<file path="src/rtl/core/smooth_follow_crop_window_unit_macros.svh">
// Assertion macros for the smooth follow crop window unit.
`ifndef SMOOTH_FOLLOW_CROP_WINDOW_UNIT_MACROS_SVH
`define SMOOTH_FOLLOW_CROP_WINDOW_UNIT_MACROS_SVH

// cond holds in a cycle -> conseq holds in that same cycle
`define SFCW_ASSERT_NOW(name, cond, conseq, msg) \
	name: assert property (@(posedge clk) disable iff (!arst_n) (cond) |-> (conseq)) \
		else $error(msg);

// cond holds in a cycle -> conseq holds in the next cycle
`define SFCW_ASSERT_NEXT(name, cond, conseq, msg) \
	name: assert property (@(posedge clk) disable iff (!arst_n) (cond) |=> (conseq)) \
		else $error(msg);

`endif

</file>
<file path="src/rtl/core/sfcw_pkg.sv">
// Types, constants and arithmetic helpers of the smooth follow crop window unit.
package sfcw_pkg;

	localparam int FRAC_BITS  = 8;
	localparam int COORD_BITS = 12;
	localparam int POS_W      = COORD_BITS + 2 + FRAC_BITS;
	localparam int VEL_W      = FRAC_BITS + 8;
	localparam int BOX_W      = 14;
	localparam int DW         = 40;
	localparam int MW         = DW / 2;
	localparam int SQW        = DW / 2;
	localparam int DVW        = 21;
	localparam int MCW        = $clog2(MW);
	localparam int DCW        = $clog2(DW);
	localparam int SCW        = $clog2(SQW);

	localparam int SPRING_DIV = 50;
	localparam int DRIFT_DIV  = 100;
	localparam int ACC_LIM    = 3 << (FRAC_BITS - 1);
	localparam int SPD_LIM    = 20 << FRAC_BITS;

	typedef logic signed [DW-1:0]    dw_t;
	typedef logic signed [POS_W-1:0] pos_t;
	typedef logic signed [VEL_W-1:0] vel_t;

	typedef struct packed {
		logic busy;
		logic done;
	} unit_stat_t;

	localparam dw_t POS_MAX = DW'((1 << (POS_W - 1)) - 1);
	localparam dw_t POS_MIN = -POS_MAX - dw_t'(1);
	localparam dw_t VEL_MAX = DW'((1 << (VEL_W - 1)) - 1);
	localparam dw_t VEL_MIN = -VEL_MAX - dw_t'(1);

	localparam pos_t CAM_X_RST = POS_W'(2560 << (FRAC_BITS - 1));
	localparam pos_t CAM_Y_RST = POS_W'((205 + 1085) << (FRAC_BITS - 1));

	function automatic dw_t abs_dw(dw_t x);
		return (x < 0) ? -x : x;
	endfunction

	function automatic dw_t apply_sign(logic neg, logic [DW-1:0] mag);
		dw_t m;
		m = dw_t'(mag);
		return neg ? -m : m;
	endfunction

	// round half away from zero, divide by four
	function automatic dw_t rnd_q4(dw_t n);
		dw_t q;
		q = (abs_dw(n) + dw_t'(2)) >>> 2;
		return (n < 0) ? -q : q;
	endfunction

	function automatic dw_t clamp_dw(dw_t v, dw_t lo, dw_t hi);
		dw_t r;
		r = v;
		if (r > hi) r = hi;
		if (r < lo) r = lo;
		return r;
	endfunction

	function automatic pos_t sat_pos(dw_t x);
		dw_t r;
		r = clamp_dw(x, POS_MIN, POS_MAX);
		return POS_W'(r);
	endfunction

	function automatic vel_t sat_vel(dw_t x);
		dw_t r;
		r = clamp_dw(x, VEL_MIN, VEL_MAX);
		return VEL_W'(r);
	endfunction

endpackage

</file>
<file path="src/rtl/core/sfcw_if.sv">
// Stream interfaces: track item input and crop window result output.
interface sfcw_track_if import sfcw_pkg::*; ();
	logic                    valid;
	logic                    ready;
	logic                    track_present;
	logic signed [BOX_W-1:0] box_xmin;
	logic signed [BOX_W-1:0] box_ymin;
	logic signed [BOX_W-1:0] box_xmax;
	logic signed [BOX_W-1:0] box_ymax;
	logic                    ball_seen;

	modport source(output valid, track_present, box_xmin, box_ymin, box_xmax, box_ymax,
		ball_seen, input ready);
	modport sink(input valid, track_present, box_xmin, box_ymin, box_xmax, box_ymax,
		ball_seen, output ready);
endinterface

interface sfcw_window_if import sfcw_pkg::*; ();
	logic                  valid;
	logic                  ready;
	logic [COORD_BITS-1:0] window_left;
	logic [COORD_BITS-1:0] window_top;

	modport source(output valid, window_left, window_top, input ready);
	modport sink(input valid, window_left, window_top, output ready);
endinterface

</file>
<file path="src/rtl/core/sfcw_mul.sv">
// Bit-serial shift-add multiplier, one multiplier bit per cycle.
module sfcw_mul import sfcw_pkg::*; (
	input  logic            clk,
	input  logic            arst_n,
	input  logic            start,
	input  logic [MW-1:0]   a,
	input  logic [MW-1:0]   b,
	output logic [2*MW-1:0] prod,
	output unit_stat_t      stat
);

	logic [MW-1:0]   a_q;
	logic [2*MW-1:0] p_q;
	logic [MCW-1:0]  cnt_q;
	logic            busy_q;
	logic            done_q;
	logic [MW:0]     sum;

	always_comb begin
		if (p_q[0]) begin
			sum = {1'b0, p_q[2*MW-1:MW]} + {1'b0, a_q};
		end else begin
			sum = {1'b0, p_q[2*MW-1:MW]};
		end
	end

	always_ff @(posedge clk or negedge arst_n) begin
		if (!arst_n) begin
			busy_q <= 1'b0;
			done_q <= 1'b0;
			cnt_q  <= '0;
		end else begin
			done_q <= !start && busy_q && (cnt_q == MCW'(MW - 1));
			if (start) begin
				busy_q <= 1'b1;
				cnt_q  <= '0;
			end else if (busy_q) begin
				cnt_q <= cnt_q + MCW'(1);
				if (cnt_q == MCW'(MW - 1)) begin
					busy_q <= 1'b0;
				end
			end
		end
	end

	always_ff @(posedge clk) begin
		if (start) begin
			a_q <= a;
			p_q <= {{MW{1'b0}}, b};
		end else if (busy_q) begin
			p_q <= {sum, p_q[MW-1:1]};
		end
	end

	assign prod = p_q;
	assign stat = '{busy: busy_q, done: done_q};

endmodule

</file>
<file path="src/rtl/core/sfcw_div.sv">
// Restoring divider, one quotient bit per cycle.
module sfcw_div import sfcw_pkg::*; (
	input  logic           clk,
	input  logic           arst_n,
	input  logic           start,
	input  logic [DW-1:0]  num,
	input  logic [DVW-1:0] den,
	output logic [DW-1:0]  quo,
	output unit_stat_t     stat
);

	logic [DVW-1:0] d_q;
	logic [DVW-1:0] r_q;
	logic [DW-1:0]  q_q;
	logic [DCW-1:0] cnt_q;
	logic           busy_q;
	logic           done_q;
	logic [DVW:0]   trial;
	logic           take;

	assign trial = {r_q, q_q[DW-1]};
	assign take  = (trial >= {1'b0, d_q});

	always_ff @(posedge clk or negedge arst_n) begin
		if (!arst_n) begin
			busy_q <= 1'b0;
			done_q <= 1'b0;
			cnt_q  <= '0;
		end else begin
			done_q <= !start && busy_q && (cnt_q == DCW'(DW - 1));
			if (start) begin
				busy_q <= 1'b1;
				cnt_q  <= '0;
			end else if (busy_q) begin
				cnt_q <= cnt_q + DCW'(1);
				if (cnt_q == DCW'(DW - 1)) begin
					busy_q <= 1'b0;
				end
			end
		end
	end

	always_ff @(posedge clk) begin
		if (start) begin
			d_q <= den;
			r_q <= '0;
			q_q <= num;
		end else if (busy_q) begin
			if (take) begin
				r_q <= DVW'(trial - {1'b0, d_q});
			end else begin
				r_q <= trial[DVW-1:0];
			end
			q_q <= {q_q[DW-2:0], take};
		end
	end

	assign quo  = q_q;
	assign stat = '{busy: busy_q, done: done_q};

endmodule

</file>
<file path="src/rtl/core/sfcw_sqrt.sv">
// Digit-by-digit integer square root, two radicand bits per cycle.
module sfcw_sqrt import sfcw_pkg::*; (
	input  logic           clk,
	input  logic           arst_n,
	input  logic           start,
	input  logic [DW-1:0]  rad,
	output logic [SQW-1:0] root,
	output unit_stat_t     stat
);

	logic [DW-1:0]  v_q;
	logic [SQW:0]   rem_q;
	logic [SQW-1:0] root_q;
	logic [SCW-1:0] cnt_q;
	logic           busy_q;
	logic           done_q;
	logic [SQW+2:0] rem2;
	logic [SQW+2:0] trial;

	assign rem2  = {rem_q, v_q[DW-1 -: 2]};
	assign trial = (SQW+3)'({root_q, 2'b01});

	always_ff @(posedge clk or negedge arst_n) begin
		if (!arst_n) begin
			busy_q <= 1'b0;
			done_q <= 1'b0;
			cnt_q  <= '0;
		end else begin
			done_q <= !start && busy_q && (cnt_q == SCW'(SQW - 1));
			if (start) begin
				busy_q <= 1'b1;
				cnt_q  <= '0;
			end else if (busy_q) begin
				cnt_q <= cnt_q + SCW'(1);
				if (cnt_q == SCW'(SQW - 1)) begin
					busy_q <= 1'b0;
				end
			end
		end
	end

	always_ff @(posedge clk) begin
		if (start) begin
			v_q    <= rad;
			rem_q  <= '0;
			root_q <= '0;
		end else if (busy_q) begin
			v_q <= {v_q[DW-3:0], 2'b00};
			if (rem2 >= trial) begin
				rem_q  <= (SQW+1)'(rem2 - trial);
				root_q <= {root_q[SQW-2:0], 1'b1};
			end else begin
				rem_q  <= rem2[SQW:0];
				root_q <= {root_q[SQW-2:0], 1'b0};
			end
		end
	end

	assign root = root_q;
	assign stat = '{busy: busy_q, done: done_q};

endmodule

</file>
<file path="src/rtl/core/smooth_follow_crop_window_unit.sv">
// Smooth follow crop window top level: a spring-damper camera centre follows a
// tracked aim point once per video frame and emits the crop rectangle's left and
// top corner. Positions are signed fixed point with 8 fractional bits. A frame is
// taken on the track channel when the unit is idle; its result transfer goes out
// through an output register, and the aim update and idle count follow. A frame
// keeps the unit busy after its transfer, and also while the result waits for the output
// register: the sequencer steps through shared serial units, a multiplier, a divider and
// a square root; how long it stays busy depends on whether the dead zone holds, whether
// the acceleration and speed caps engage and whether the aim drifts.
// Configuration registers sit on the APB port at byte address 4 * index.
`include "smooth_follow_crop_window_unit_macros.svh"

module smooth_follow_crop_window_unit import sfcw_pkg::*; (
	input  logic          clk,
	input  logic          arst_n,
	sfcw_track_if.sink    track,
	sfcw_window_if.source window,
	input  logic          psel,
	input  logic          penable,
	input  logic          pwrite,
	input  logic [4:0]    paddr,
	input  logic [31:0]   pwdata,
	output logic [31:0]   prdata,
	output logic          pready
);

	localparam logic [2:0] REG_IMAGE_WIDTH    = 3'd0;
	localparam logic [2:0] REG_CROP_WIDTH     = 3'd1;
	localparam logic [2:0] REG_CROP_HEIGHT    = 3'd2;
	localparam logic [2:0] REG_BAND_TOP       = 3'd3;
	localparam logic [2:0] REG_BAND_BOTTOM    = 3'd4;
	localparam logic [2:0] REG_RECENTER_DELAY = 3'd5;

	localparam logic [DW-1:0] ACC_SQ = DW'(ACC_LIM * ACC_LIM);
	localparam logic [DW-1:0] SPD_SQ = DW'(SPD_LIM * SPD_LIM);
	localparam dw_t           OMAX   = DW'((1 << COORD_BITS) - 1);

	typedef enum logic [4:0] {
		ST_IDLE, ST_DZ, ST_FDX, ST_FDY, ST_MX, ST_MY, ST_CMP, ST_SQ, ST_PX, ST_DX,
		ST_PY, ST_DY, ST_CEND, ST_MOVE, ST_WIN, ST_EMIT, ST_TRK, ST_AIM, ST_ICNT,
		ST_DRX, ST_DRY
	} state_t;

	typedef enum logic {PH_ACC, PH_SPD} phase_t;

	state_t state_q;
	phase_t phase_q;
	logic   issued_q;

	logic [12:0] iw_q, cw_q, ch_q, bb_q;
	logic [11:0] bt_q;
	logic [15:0] rd_q;

	pos_t        cam_x_q, cam_y_q, aim_x_q, aim_y_q;
	pos_t        avx_q, avy_q, pax_q, pay_q;
	vel_t        vel_x_q, vel_y_q;
	logic [15:0] idle_q;

	logic tp_q, ball_q;
	pos_t nx_q, ny_q;

	dw_t            ux_q, uy_q;
	logic [DW-1:0]  m_q, pm_q;
	logic [SQW-1:0] s_q;

	logic           mul_go_q, div_go_q, sq_go_q;
	logic [MW-1:0]  mul_a_q, mul_b_q;
	logic [DW-1:0]  div_n_q, sq_v_q;
	logic [DVW-1:0] div_d_q;
	logic [2*MW-1:0] mul_p;
	logic [DW-1:0]  div_q;
	logic [SQW-1:0] sq_r;
	unit_stat_t     mul_st, div_st, sq_st;

	logic                  out_v_q;
	logic [COORD_BITS-1:0] left_q, top_q;

	dw_t           lo_x, hi_x, lo_y, hi_y, cx, cy;
	dw_t           dx, dy, dwx, dwy;
	logic          dead;
	dw_t           lft, tpv;
	logic [15:0]   idle_n;
	logic [DW-1:0] lim_sq;
	logic [MW-1:0] lim;
	logic          cfg_wr;

	sfcw_mul u_mul (
		.clk, .arst_n, .start(mul_go_q), .a(mul_a_q), .b(mul_b_q),
		.prod(mul_p), .stat(mul_st)
	);

	sfcw_div u_div (
		.clk, .arst_n, .start(div_go_q), .num(div_n_q), .den(div_d_q),
		.quo(div_q), .stat(div_st)
	);

	sfcw_sqrt u_sqrt (
		.clk, .arst_n, .start(sq_go_q), .rad(sq_v_q), .root(sq_r), .stat(sq_st)
	);

	always_comb begin
		lo_x = dw_t'(cw_q) <<< (FRAC_BITS - 1);
		hi_x = (dw_t'(iw_q) <<< FRAC_BITS) - lo_x;
		lo_y = (dw_t'(bt_q) <<< FRAC_BITS) + (dw_t'(ch_q) <<< (FRAC_BITS - 1));
		hi_y = (dw_t'(bb_q) <<< FRAC_BITS) - (dw_t'(ch_q) <<< (FRAC_BITS - 1));
		cx   = dw_t'(iw_q) <<< (FRAC_BITS - 1);
		cy   = (dw_t'(bt_q) + dw_t'(bb_q)) <<< (FRAC_BITS - 1);
		dx   = dw_t'(aim_x_q) - dw_t'(cam_x_q);
		dy   = dw_t'(aim_y_q) - dw_t'(cam_y_q);
		dead = (((abs_dw(dx) <<< 2) + abs_dw(dx)) < (dw_t'(cw_q) <<< FRAC_BITS)) &&
			(((abs_dw(dy) <<< 2) + abs_dw(dy)) < (dw_t'(ch_q) <<< FRAC_BITS));
		dwx  = dw_t'(cam_x_q) - (dw_t'(cw_q) <<< (FRAC_BITS - 1));
		dwy  = dw_t'(cam_y_q) - (dw_t'(ch_q) <<< (FRAC_BITS - 1));

		lft = ux_q;
		if (lft + dw_t'(cw_q) > dw_t'(iw_q)) lft = dw_t'(iw_q) - dw_t'(cw_q);
		lft = clamp_dw(lft, dw_t'(0), OMAX);
		tpv = uy_q;
		if (tpv < dw_t'(bt_q)) tpv = dw_t'(bt_q);
		if (tpv + dw_t'(ch_q) > dw_t'(bb_q)) tpv = dw_t'(bb_q) - dw_t'(ch_q);
		tpv = clamp_dw(tpv, dw_t'(0), OMAX);

		idle_n = (idle_q == 16'hFFFF) ? idle_q : idle_q + 16'd1;
		lim_sq = (phase_q == PH_SPD) ? SPD_SQ : ACC_SQ;
		lim    = (phase_q == PH_SPD) ? MW'(SPD_LIM) : MW'(ACC_LIM);
	end

	assign cfg_wr = psel && penable && pwrite && pready;
	assign pready = 1'b1;

	always_comb begin
		case (paddr[4:2])
			REG_IMAGE_WIDTH:    prdata = 32'(iw_q);
			REG_CROP_WIDTH:     prdata = 32'(cw_q);
			REG_CROP_HEIGHT:    prdata = 32'(ch_q);
			REG_BAND_TOP:       prdata = 32'(bt_q);
			REG_BAND_BOTTOM:    prdata = 32'(bb_q);
			REG_RECENTER_DELAY: prdata = 32'(rd_q);
			default:            prdata = '0;
		endcase
	end

	assign track.ready    = (state_q == ST_IDLE);
	assign window.valid       = out_v_q;
	assign window.window_left = left_q;
	assign window.window_top  = top_q;

	always_ff @(posedge clk or negedge arst_n) begin
		if (!arst_n) begin
			state_q  <= ST_IDLE;
			phase_q  <= PH_ACC;
			issued_q <= 1'b0;
			mul_go_q <= 1'b0;
			div_go_q <= 1'b0;
			sq_go_q  <= 1'b0;
			out_v_q  <= 1'b0;
			iw_q     <= 13'd2560;
			cw_q     <= 13'd1280;
			ch_q     <= 13'd736;
			bt_q     <= 12'd205;
			bb_q     <= 13'd1085;
			rd_q     <= 16'd60;
			cam_x_q  <= CAM_X_RST;
			cam_y_q  <= CAM_Y_RST;
			aim_x_q  <= CAM_X_RST;
			aim_y_q  <= CAM_Y_RST;
			pax_q    <= CAM_X_RST;
			pay_q    <= CAM_Y_RST;
			avx_q    <= '0;
			avy_q    <= '0;
			vel_x_q  <= '0;
			vel_y_q  <= '0;
			idle_q   <= '0;
		end else begin
			mul_go_q <= !issued_q && (state_q inside {ST_MX, ST_MY, ST_PX, ST_PY});
			div_go_q <= !issued_q &&
				(state_q inside {ST_FDX, ST_FDY, ST_DX, ST_DY, ST_DRX, ST_DRY});
			sq_go_q  <= !issued_q && (state_q == ST_SQ);
			// ST_EMIT only leaves once the output register is free or draining
			out_v_q  <= (state_q == ST_EMIT) ? 1'b1 : (out_v_q && !window.ready);

			if (cfg_wr) begin
				case (paddr[4:2])
					REG_IMAGE_WIDTH:    iw_q <= pwdata[12:0];
					REG_CROP_WIDTH:     cw_q <= pwdata[12:0];
					REG_CROP_HEIGHT:    ch_q <= pwdata[12:0];
					REG_BAND_TOP:       bt_q <= pwdata[11:0];
					REG_BAND_BOTTOM:    bb_q <= pwdata[12:0];
					REG_RECENTER_DELAY: rd_q <= pwdata[15:0];
					default: ;
				endcase
			end

			case (state_q)
				ST_IDLE: begin
					if (track.valid) begin
						tp_q   <= track.track_present;
						ball_q <= track.ball_seen;
						nx_q   <= POS_W'((dw_t'(track.box_xmin) + dw_t'(track.box_xmax))
							<<< (FRAC_BITS - 1));
						ny_q   <= POS_W'((dw_t'(track.box_ymin) + dw_t'(track.box_ymax))
							<<< (FRAC_BITS - 1));
						state_q <= ST_DZ;
					end
				end
				ST_DZ: begin
					if (dead) begin
						ux_q    <= rnd_q4((dw_t'(vel_x_q) <<< 1) + dw_t'(vel_x_q));
						uy_q    <= rnd_q4((dw_t'(vel_y_q) <<< 1) + dw_t'(vel_y_q));
						phase_q <= PH_SPD;
						state_q <= ST_MX;
					end else begin
						ux_q <= dx - ((dw_t'(vel_x_q) <<< 4) + (dw_t'(vel_x_q) <<< 3)
							+ dw_t'(vel_x_q));
						uy_q <= dy - ((dw_t'(vel_y_q) <<< 4) + (dw_t'(vel_y_q) <<< 3)
							+ dw_t'(vel_y_q));
						phase_q <= PH_ACC;
						state_q <= ST_FDX;
					end
				end
				ST_FDX, ST_FDY: begin
					if (!issued_q) begin
						issued_q <= 1'b1;
						div_d_q  <= DVW'(2 * SPRING_DIV);
						if (state_q == ST_FDX) begin
							div_n_q <= DW'((abs_dw(ux_q) <<< 1) + dw_t'(SPRING_DIV));
						end else begin
							div_n_q <= DW'((abs_dw(uy_q) <<< 1) + dw_t'(SPRING_DIV));
						end
					end else if (div_st.done) begin
						issued_q <= 1'b0;
						if (state_q == ST_FDX) begin
							ux_q    <= apply_sign(ux_q < 0, div_q);
							state_q <= ST_FDY;
						end else begin
							uy_q    <= apply_sign(uy_q < 0, div_q);
							state_q <= ST_MX;
						end
					end
				end
				ST_MX, ST_MY, ST_PX, ST_PY: begin
					if (!issued_q) begin
						issued_q <= 1'b1;
						if (state_q == ST_MX || state_q == ST_PX) begin
							mul_a_q <= MW'(abs_dw(ux_q));
						end else begin
							mul_a_q <= MW'(abs_dw(uy_q));
						end
						case (state_q)
							ST_MX:   mul_b_q <= MW'(abs_dw(ux_q));
							ST_MY:   mul_b_q <= MW'(abs_dw(uy_q));
							default: mul_b_q <= lim;
						endcase
					end else if (mul_st.done) begin
						issued_q <= 1'b0;
						case (state_q)
							ST_MX: begin
								m_q     <= mul_p;
								state_q <= ST_MY;
							end
							ST_MY: begin
								m_q     <= m_q + mul_p;
								state_q <= ST_CMP;
							end
							ST_PX: begin
								pm_q    <= mul_p;
								state_q <= ST_DX;
							end
							default: begin
								pm_q    <= mul_p;
								state_q <= ST_DY;
							end
						endcase
					end
				end
				ST_CMP: begin
					state_q <= (m_q > lim_sq) ? ST_SQ : ST_CEND;
				end
				ST_SQ: begin
					if (!issued_q) begin
						issued_q <= 1'b1;
						sq_v_q   <= m_q;
					end else if (sq_st.done) begin
						issued_q <= 1'b0;
						s_q      <= sq_r;
						state_q  <= ST_PX;
					end
				end
				ST_DX, ST_DY: begin
					if (!issued_q) begin
						issued_q <= 1'b1;
						div_n_q  <= (pm_q << 1) + DW'(s_q);
						div_d_q  <= {s_q, 1'b0};
					end else if (div_st.done) begin
						issued_q <= 1'b0;
						if (state_q == ST_DX) begin
							ux_q    <= apply_sign(ux_q < 0, div_q);
							state_q <= ST_PY;
						end else begin
							uy_q    <= apply_sign(uy_q < 0, div_q);
							state_q <= ST_CEND;
						end
					end
				end
				ST_CEND: begin
					if (phase_q == PH_ACC) begin
						ux_q    <= dw_t'(vel_x_q) + ux_q;
						uy_q    <= dw_t'(vel_y_q) + uy_q;
						phase_q <= PH_SPD;
						state_q <= ST_MX;
					end else begin
						vel_x_q <= sat_vel(ux_q);
						vel_y_q <= sat_vel(uy_q);
						state_q <= ST_MOVE;
					end
				end
				ST_MOVE: begin
					cam_x_q <= sat_pos(clamp_dw(dw_t'(cam_x_q) + dw_t'(vel_x_q), lo_x, hi_x));
					cam_y_q <= sat_pos(clamp_dw(dw_t'(cam_y_q) + dw_t'(vel_y_q), lo_y, hi_y));
					state_q <= ST_WIN;
				end
				ST_WIN: begin
					ux_q    <= (dwx < 0) ? dw_t'(0) : (dwx >>> FRAC_BITS);
					uy_q    <= (dwy < 0) ? dw_t'(0) : (dwy >>> FRAC_BITS);
					state_q <= ST_EMIT;
				end
				ST_EMIT: begin
					if (!out_v_q || window.ready) begin
						left_q  <= COORD_BITS'(lft);
						top_q   <= COORD_BITS'(tpv);
						state_q <= ST_TRK;
					end
				end
				ST_TRK: begin
					if (tp_q) begin
						avx_q <= sat_pos(rnd_q4(dw_t'(nx_q) - dw_t'(pax_q)
							+ (dw_t'(avx_q) <<< 1) + dw_t'(avx_q)));
						avy_q <= sat_pos(rnd_q4(dw_t'(ny_q) - dw_t'(pay_q)
							+ (dw_t'(avy_q) <<< 1) + dw_t'(avy_q)));
						state_q <= ST_AIM;
					end else begin
						state_q <= ST_ICNT;
					end
				end
				ST_AIM: begin
					pax_q   <= aim_x_q;
					pay_q   <= aim_y_q;
					aim_x_q <= sat_pos(clamp_dw(dw_t'(nx_q) + (dw_t'(avx_q) <<< 1), lo_x, hi_x));
					aim_y_q <= sat_pos(clamp_dw(dw_t'(ny_q) + (dw_t'(avy_q) <<< 1), lo_y, hi_y));
					idle_q  <= '0;
					state_q <= ST_ICNT;
				end
				ST_ICNT: begin
					if (!ball_q) begin
						idle_q  <= idle_n;
						state_q <= (idle_n > rd_q) ? ST_DRX : ST_IDLE;
					end else begin
						state_q <= ST_IDLE;
					end
				end
				ST_DRX, ST_DRY: begin
					if (!issued_q) begin
						issued_q <= 1'b1;
						div_d_q  <= DVW'(2 * DRIFT_DIV);
						if (state_q == ST_DRX) begin
							ux_q    <= cx - dw_t'(aim_x_q);
							div_n_q <= DW'((abs_dw(cx - dw_t'(aim_x_q)) <<< 1)
								+ dw_t'(DRIFT_DIV));
						end else begin
							ux_q    <= cy - dw_t'(aim_y_q);
							div_n_q <= DW'((abs_dw(cy - dw_t'(aim_y_q)) <<< 1)
								+ dw_t'(DRIFT_DIV));
						end
					end else if (div_st.done) begin
						issued_q <= 1'b0;
						if (state_q == ST_DRX) begin
							aim_x_q <= sat_pos(dw_t'(aim_x_q) + apply_sign(ux_q < 0, div_q));
							state_q <= ST_DRY;
						end else begin
							aim_y_q <= sat_pos(dw_t'(aim_y_q) + apply_sign(ux_q < 0, div_q));
							state_q <= ST_IDLE;
						end
					end
				end
				default: state_q <= ST_IDLE;
			endcase
		end
	end

	`SFCW_ASSERT_NOW(a_mul_free, mul_go_q, !mul_st.busy, "multiplier restarted while busy")
	`SFCW_ASSERT_NOW(a_div_free, div_go_q, !div_st.busy, "divider restarted while busy")
	`SFCW_ASSERT_NEXT(a_take_busy, track.valid && track.ready, state_q == ST_DZ,
		"accepted frame did not start the camera update")
	`SFCW_ASSERT_NEXT(a_hold_result, out_v_q && !window.ready, out_v_q,
		"pending result dropped")

endmodule

</file>
<file path="src/flat_wrapper.sv">
// flat-port wrapper written by rule: the top's interface ports become plain ports
module smooth_follow_crop_window_unit_flat import sfcw_pkg::*;
  (clk, arst_n, psel, penable, pwrite, paddr, pwdata, prdata, pready, track_valid, track_track_present, track_box_xmin, track_box_ymin, track_box_xmax, track_box_ymax, track_ball_seen, track_ready, window_valid, window_window_left, window_window_top, window_ready);
  sfcw_track_if track_i ();
  sfcw_window_if window_i ();
  input  logic clk;
  input  logic arst_n;
  input  logic psel;
  input  logic penable;
  input  logic pwrite;
  input  logic [4:0] paddr;
  input  logic [31:0] pwdata;
  output logic [31:0] prdata;
  output logic pready;
  input wire logic [$bits(track_i.valid)-1:0] track_valid;
  input wire logic [$bits(track_i.track_present)-1:0] track_track_present;
  input wire logic [$bits(track_i.box_xmin)-1:0] track_box_xmin;
  input wire logic [$bits(track_i.box_ymin)-1:0] track_box_ymin;
  input wire logic [$bits(track_i.box_xmax)-1:0] track_box_xmax;
  input wire logic [$bits(track_i.box_ymax)-1:0] track_box_ymax;
  input wire logic [$bits(track_i.ball_seen)-1:0] track_ball_seen;
  output wire logic [$bits(track_i.ready)-1:0] track_ready;
  output wire logic [$bits(window_i.valid)-1:0] window_valid;
  output wire logic [$bits(window_i.window_left)-1:0] window_window_left;
  output wire logic [$bits(window_i.window_top)-1:0] window_window_top;
  input wire logic [$bits(window_i.ready)-1:0] window_ready;
  assign track_i.valid = track_valid;
  assign track_i.track_present = track_track_present;
  assign track_i.box_xmin = track_box_xmin;
  assign track_i.box_ymin = track_box_ymin;
  assign track_i.box_xmax = track_box_xmax;
  assign track_i.box_ymax = track_box_ymax;
  assign track_i.ball_seen = track_ball_seen;
  assign track_ready = track_i.ready;
  assign window_valid = window_i.valid;
  assign window_window_left = window_i.window_left;
  assign window_window_top = window_i.window_top;
  assign window_i.ready = window_ready;
  smooth_follow_crop_window_unit u_core (.clk(clk), .arst_n(arst_n), .track(track_i), .window(window_i), .psel(psel), .penable(penable), .pwrite(pwrite), .paddr(paddr), .pwdata(pwdata), .prdata(prdata), .pready(pready));
endmodule
</file>
<file path="config.mk">
export PLATFORM = sky130hd
export DESIGN_NAME = smooth_follow_crop_window_unit_flat
export DESIGN_NICKNAME = d
export VERILOG_FILES = /design/src/rtl/core/sfcw_pkg.sv /design/src/rtl/core/sfcw_if.sv /design/src/rtl/core/sfcw_mul.sv /design/src/rtl/core/sfcw_div.sv /design/src/rtl/core/sfcw_sqrt.sv /design/src/rtl/core/smooth_follow_crop_window_unit.sv /design/src/flat_wrapper.sv
export VERILOG_INCLUDE_DIRS = /design/src /design/src/rtl/core
export SDC_FILE = /design/constraint.sdc
export NUM_CORES = 2
export LEC_CHECK = 0
export ABC_AREA = 0
export BUFFER_PORTS_ARGS = -buffer_cell sky130_fd_sc_hd__buf_2
export CORE_MARGIN = 1
export CORE_UTILIZATION = 40
export CTS_CLUSTER_SIZE = 10
export DETAILED_ROUTE_END_ITERATION = 10
export PLACE_DENSITY_LB_ADDON = 0.05
export SYNTH_ARGS = -nofsm -noshare
export SYNTH_HDL_FRONTEND = slang
export SYNTH_HIERARCHICAL = 1
export SYNTH_SLANG_ARGS = --single-unit
</file>
<file path="constraint.sdc">
create_clock -name clk -period 10.6 [get_ports clk]
set_input_delay 2.12 -clock clk [delete_from_list [all_inputs] [get_ports clk]]
set_output_delay 2.12 -clock clk [all_outputs]
set_load 0.05 [all_outputs]
</file>
-- After elaboration in Yosys (flattened, before gate mapping)
Cells that the tools add are included.
W data, S select, Z words.
- bits in registers: 936
- bits of input ports: 102
- muxes and demuxes: 184
- $add $sub $neg: 72
- reduce and logical (&&, ||, !) cells: 64
- magnitude comparators: 53
- bitwise operators: 2
- equality and inequality tests: 52
- operator list (operator ; number):
    $mux W40 ; 92
    $lt A40 B1 Y1 const B ; 13
    $gt A40 B22 Y1 const B ; 8
    $lt A40 B22 Y1 const B ; 8
    $mux W22 ; 14
    $neg A40 Y40 ; 7
    $pmux W40 S6 ; 1
    $gt A40 B40 Y1 ; 5
    $pmux W40 S5 ; 1
    $add A40 B3 Y40 const B ; 4
    $neg A38 Y40 ; 4
    $mux W39 ; 4
    $mux W21 ; 6
    $add A40 B40 Y40 ; 3
    $pmux W40 S3 ; 1
    $neg A39 Y39 ; 3
    $sub A22 B22 Y23 ; 5
    $pmux W16 S6 ; 1
    $mux W5 ; 19
    $pmux W22 S2 ; 2
    $add A16 B40 Y40 ; 2
    $add A22 B40 Y40 ; 2
    $add A40 B14 Y40 ; 2
    $add A40 B22 Y40 ; 2
    84 further kinds ; 218

-- Longest topological paths before layout
- depth in word-level cells: 15
- depth in mapped cells: 51

-- Cells and area by module
Netlist, hierarchy kept.
- by module, submodules not included (module ; area an instance (um^2) ; cells each ; times used):
    smooth_follow_crop_window_unit ; 86551.8 ; 10527 ; 1
    sfcw_div ; 4828.4 ; 431 ; 1
    sfcw_sqrt ; 4744.6 ; 455 ; 1
    sfcw_mul ; 3673.5 ; 331 ; 1

-- Worst setup path before layout
Ideal clock, no wire load.
- path type: flip-flop to flip-flop
- start point: reg u_core.aim_y_q[0]
- end point: reg u_core.uy_q[24] (data pin)
- setup time: 0.275 ns
- data arrival time: 8.837 ns
- clock period less this slack: 9.112 ns
- cell stages (with the launch flop): 40
- setup slack: 1.488 ns
- required time: 10.325 ns
- cells stage by stage: dfrtp_1 -> inv_1 -> ha_1 -> inv_1 -> fa_1 -> a211oi_1 -> o21ai_0 -> a21oi_1 -> o21ai_0 -> a21oi_1 -> xor2_1 -> or4b_2 -> or3_1 -> nand3b_1 -> or4_1 -> o21ai_0 -> xnor2_1 -> ha_1 -> [4 not listed] -> xnor2_1 -> ha_1 -> or4_1 -> a2111oi_0 -> nand4_1 -> a2111oi_0 -> o211ai_1 -> nor4_1 -> nand3_1 -> a211oi_1 -> o2111ai_1 -> nor4_1 -> nand4_1 -> nor3_1 -> clkbuf_1 -> buf_1 -> a21o_1 -> o221ai_1
- longest elaborated chain between the ends: 8
- RTL lines (item ; line ; text):
    from (decl) ; smooth_follow_crop_window_unit.sv:54 ; pos_t cam_x_q, cam_y_q, aim_x_q, aim_y_q;
    from (signal assigned) ; smooth_follow_crop_window_unit.sv:349 ; aim_y_q <= sat_pos(clamp_dw(dw_t'(ny_q) + (dw_t'(avy_q) <<< 1), lo_y, hi_y));
    from (signal assigned) ; smooth_follow_crop_window_unit.sv:380 ; aim_y_q <= sat_pos(dw_t'(aim_y_q) + apply_sign(ux_q < 0, div_q));
    $sub A22 B22 Y23 * ; smooth_follow_crop_window_unit.sv:109 ; dy = dw_t'(aim_y_q) - dw_t'(cam_y_q);
    $neg A40 Y40 or $lt A40 B1 Y1 (tied branches) ; sfcw_pkg.sv:40 ; return (x < 0) ? -x : x;
    $mux W40 ; sfcw_pkg.sv:40 ;
    $add A40 B40 Y40 ; smooth_follow_crop_window_unit.sv:111 ; (((abs_dw(dy) <<< 2) + abs_dw(dy)) < (dw_t'(ch_q) <<< FRAC_BITS));
    $lt A40 B22 Y1 ; smooth_follow_crop_window_unit.sv:111 ;
    $logic_and A1 B1 Y1 ; smooth_follow_crop_window_unit.sv:110 ; dead = (((abs_dw(dx) <<< 2) + abs_dw(dx)) < (dw_t'(cw_q) <<< FRAC_BITS)) &&
    $mux W40 * ; smooth_follow_crop_window_unit.sv:207 ; if (dead) begin
    $pmux W40 S5 * ; smooth_follow_crop_window_unit.sv:194 ; case (state_q)
    to (signal assigned) ; smooth_follow_crop_window_unit.sv:209 ; uy_q <= rnd_q4((dw_t'(vel_y_q) <<< 1) + dw_t'(vel_y_q));
    to (signal assigned) ; smooth_follow_crop_window_unit.sv:215 ; uy_q <= dy - ((dw_t'(vel_y_q) <<< 4) + (dw_t'(vel_y_q) <<< 3)
    to (signal assigned) ; smooth_follow_crop_window_unit.sv:236 ; uy_q <= apply_sign(uy_q < 0, div_q);
    to (decl) ; smooth_follow_crop_window_unit.sv:62 ; dw_t ux_q, uy_q;
Every way passes the cells marked *; elsewhere a longest branch is shown, timed or not.
A chain may end at the register's enable or synchronous reset.

-- Worst setup path after layout
- start point: reg u_core.aim_y_q[0]
- end point: reg u_core.uy_q[35] (data pin)
Same word-level chain as after synthesis.

==> results_tabular.tex <==
\begin{tabular}{lr}
\hline
Metric & Value \\
\hline
\multicolumn{2}{l}{\textbf{Synthesis}} \\
Mapped Cells & 11741 \\
Synthesized area & 99800 µm² \\
Avg Synthesized Cell Area & 8.50 µm² \\
Yosys Warn Count & 6 \\
\multicolumn{2}{l}{\textbf{Critical path}} \\
Critical Path End Type & flop \\
Data arrival time of the critical path & 10.72 ns \\
Required time reported for the critical path endpoint & 11.15 ns \\
Largest incremental delay on the critical path & 0.62 ns \\
FF-to-FF setup slack & 0.43 ns \\
Crit-path slowest cell & sky130\_fd\_sc\_hd\_\_or4b\_2 \\
Worst setup path endpoint & u\_core/uy\_q[35] \\
Worst-path fanout max & 20 \\
Endpoint of the worst register-to-register path & u\_core/uy\_q[35] \\
Cells on worst reg2reg path & 39 \\
Critical Setup Path Class & reg -> reg \\
Crit. Startpoint & u\_core/aim\_y\_q[0] \\
Origin of the critical flop-to-flop path & u\_core/aim\_y\_q[0] \\
Kind of launch point of the worst setup path & flop \\
\multicolumn{2}{l}{\textbf{Routing}} \\
Post-detailed-routing wire length & 405000 µm \\
First-iteration detailed-routing DRC count & 8207 \\
Antenna-violating nets left & 0 \\
Total number of vias & 91031 \\
Per-cell routed wire length & 26.4 µm \\
Vias per std cell & 5.94 \\
Post-route DRC violation count & 0 \\
Pre-antenna DRT Iters & 6 \\
\multicolumn{2}{l}{\textbf{Floorplanning}} \\
Area enclosed by the die boundary & 251000 µm² \\
Row cnt & 182 \\
Die outline width & 501 µm \\
Number of ports placed on the die boundary & 161 \\
Core area & 247000 µm² \\
Height of the chip & 501 µm \\
Initial core utilization & 40.4\% \\
\multicolumn{2}{l}{\textbf{Placement}} \\
Routability congestion estimate from global placement & 0.996 \\
Count of port buffers added during placement & 125 \\
Final HPWL DP & 328000 µm \\
\multicolumn{2}{l}{\textbf{CTS}} \\
Number of gates resized after CTS & 0 \\
Skew-Pair Late Insertion Delay & 0.87 ns \\
Number of sinks handled by clock tree synthesis & 934 \\
TritonCTS clock tree & done \\
Number of buffers added by the clock tree synthesis step & 131 \\
Post-CTS Setup Bufs & 0 \\
Root Driver & sky130\_fd\_sc\_hd\_\_clkbuf\_16 \\
Reg clk slew, reported paths & 0.07 ns \\
Depth of the CTS H-tree & 4 \\
Maximum clock path buffer count & 3 \\
Hold buffer count at cts & 0 \\
\multicolumn{2}{l}{\textbf{Global route}} \\
Maximum number of pins on one net before global-route repair & 123 \\
Remaining global-route overflow & 0 \\
Wire length of the first global-routing pass & 587000 µm \\
Number of global-route vias before repair & 86774 \\
Initial antenna violation count & 19 \\
Global-route total usage across every layer & 31.5\% \\
\multicolumn{2}{l}{\textbf{Timing}} \\
Post-route fraction of the period consumed by the critical path & 96.0\% \\
Rel. slew slack & 9.66\% \\
Crit path time final & 10.17 ns \\
Fin. max-slew vios & 0 \\
Clock skew & 0.0827 ns \\
Maximum frequency from static timing analysis & 0.0983 GHz \\
Transition time at the pin with the least slew margin & 1.34 ns \\
Hold violation count in the final report & 0 \\
Setup-violating endpoint count in the final report & 0 \\
Summed negative setup slack over all endpoints & 0 ns \\
\multicolumn{2}{l}{\textbf{Finish}} \\
Synthesis-to-layout area growth & 10.2\% \\
Nets@finish & 13175 \\
Proportion of layout cells with a drive suffix above 1 & 8.86\% \\
Share of the core filled with cells in the final layout & 44.6\% \\
\multicolumn{2}{l}{\textbf{Status}} \\
Outcome & finished, final reports clean \\
\multicolumn{2}{l}{\textbf{Worst hold path}} \\
Classification of the worst-slack hold path & reg -> reg \\
\multicolumn{2}{l}{\textbf{Job}} \\
Number of max-capacitance violations reported & 0 \\
\hline
\end{tabular}
-- cell usage in the layout (no fill, tap or decap), types with 131 or more instances in the layout --
cell type and count:
sky130_fd_sc_hd__a211oi_1 140, sky130_fd_sc_hd__a21o_1 306, sky130_fd_sc_hd__a21oi_1 758, sky130_fd_sc_hd__buf_4 283, sky130_fd_sc_hd__clkbuf_16 132, sky130_fd_sc_hd__dfrtp_1 291
sky130_fd_sc_hd__edfxtp_1 515, sky130_fd_sc_hd__fa_1 164, sky130_fd_sc_hd__ha_1 1015, sky130_fd_sc_hd__inv_1 856, sky130_fd_sc_hd__mux2_2 187, sky130_fd_sc_hd__mux2i_1 180
sky130_fd_sc_hd__nand2_1 983, sky130_fd_sc_hd__nand2b_1 140, sky130_fd_sc_hd__nand3_1 280, sky130_fd_sc_hd__nand4_1 133, sky130_fd_sc_hd__nor2_1 845, sky130_fd_sc_hd__nor2b_1 132
sky130_fd_sc_hd__nor3_1 225, sky130_fd_sc_hd__o21a_1 131, sky130_fd_sc_hd__o21ai_0 753, sky130_fd_sc_hd__xnor2_1 715, sky130_fd_sc_hd__xor2_1 399
-- flip-flops by register name, summed over array words and instances, names as in the netlist, 39 cells and up --
signal / cells
u_core/u_mul/prod: 40
u_core/ux_q: 40
u_core/uy_q: 40
u_core/m_q: 40
u_core/pm_q: 39
u_core/sq_v_q: 40
u_core/div_n_q: 40
u_core/u_sqrt/v_q: 40
u_core/u_div/quo: 40
-- stage by stage --
step	area [µm²]	hold WS, ns	setup slack (ns)	instances
after global placement	105000	0.405	0.305	15072
after detailed placement	105000	0.406	0.288	15072
after floorplan	100000	0.400	1.49	11809
after CTS	110000	0.395	0.240	15309
final	110000	0.407	0.427	15325
after global routing	110000	0.413	-0.0105	15317
-- how the worst min path moves through the flow --
stage	from	endpoint	slack, ns	cells past startpoint
6_report	u_core/mul_a_q[3]	u_core/u_mul/a_q[3]	0.41	0
5_1_grt	u_core/mul_a_q[3]	u_core/u_mul/a_q[3]	0.41	0
4_1_cts	u_core/mul_a_q[3]	u_core/u_mul/a_q[3]	0.39	0
3_5_place_dp	u_core/mul_a_q[5]	u_core/u_mul/a_q[5]	0.41	0
3_3_place_gp	u_core/mul_a_q[0]	u_core/u_mul/a_q[0]	0.41	0
2_1_floorplan	u_core/div_d_q[10]	u_core/u_div/d_q[10]	0.40	0
-- worst max-delay path, delay by kind of cell (launching register included) --
family | cells | cell delay, ns
and+or+nand+nor | 12 | 3.68
AOI/OAI and AO/OA | 15 | 3.07
adders and majority gates | 4 | 1.29
buffers and inverters | 5 | 0.88
xor gates and xnor gates | 3 | 0.53
DFF | 1 | 0.38
-- cell type report --
| type | instances | area [µm²] |
|---|---|---|
| antenna | 16 | 40.0 |
| clock buffer | 181 | 3560 |
| clock inverter | 56 | 931 |
| fill | 24694 | 137000 |
| inverter | 858 | 3220 |
| multi-input combinational | 9555 | 69600 |
| sequential | 934 | 25600 |
| tap | 3312 | 4140 |
| timing repair buffer | 413 | 2860 |
-- layer usage --
layer / wire length, µm / track usage [%] / vias up
li1: - / - / 43131
met1: 182000 / 42.7 / 44580
met2: 182000 / 50.5 / 2775
met3: 21800 / 3.62 / 535
met4: 18300 / 13.2 / 10
met5: 74 / 0 / -
Power is left out: the tool's default activity adds up to more than one toggle a clock period on the data nets, which glitch-free logic cannot reach.
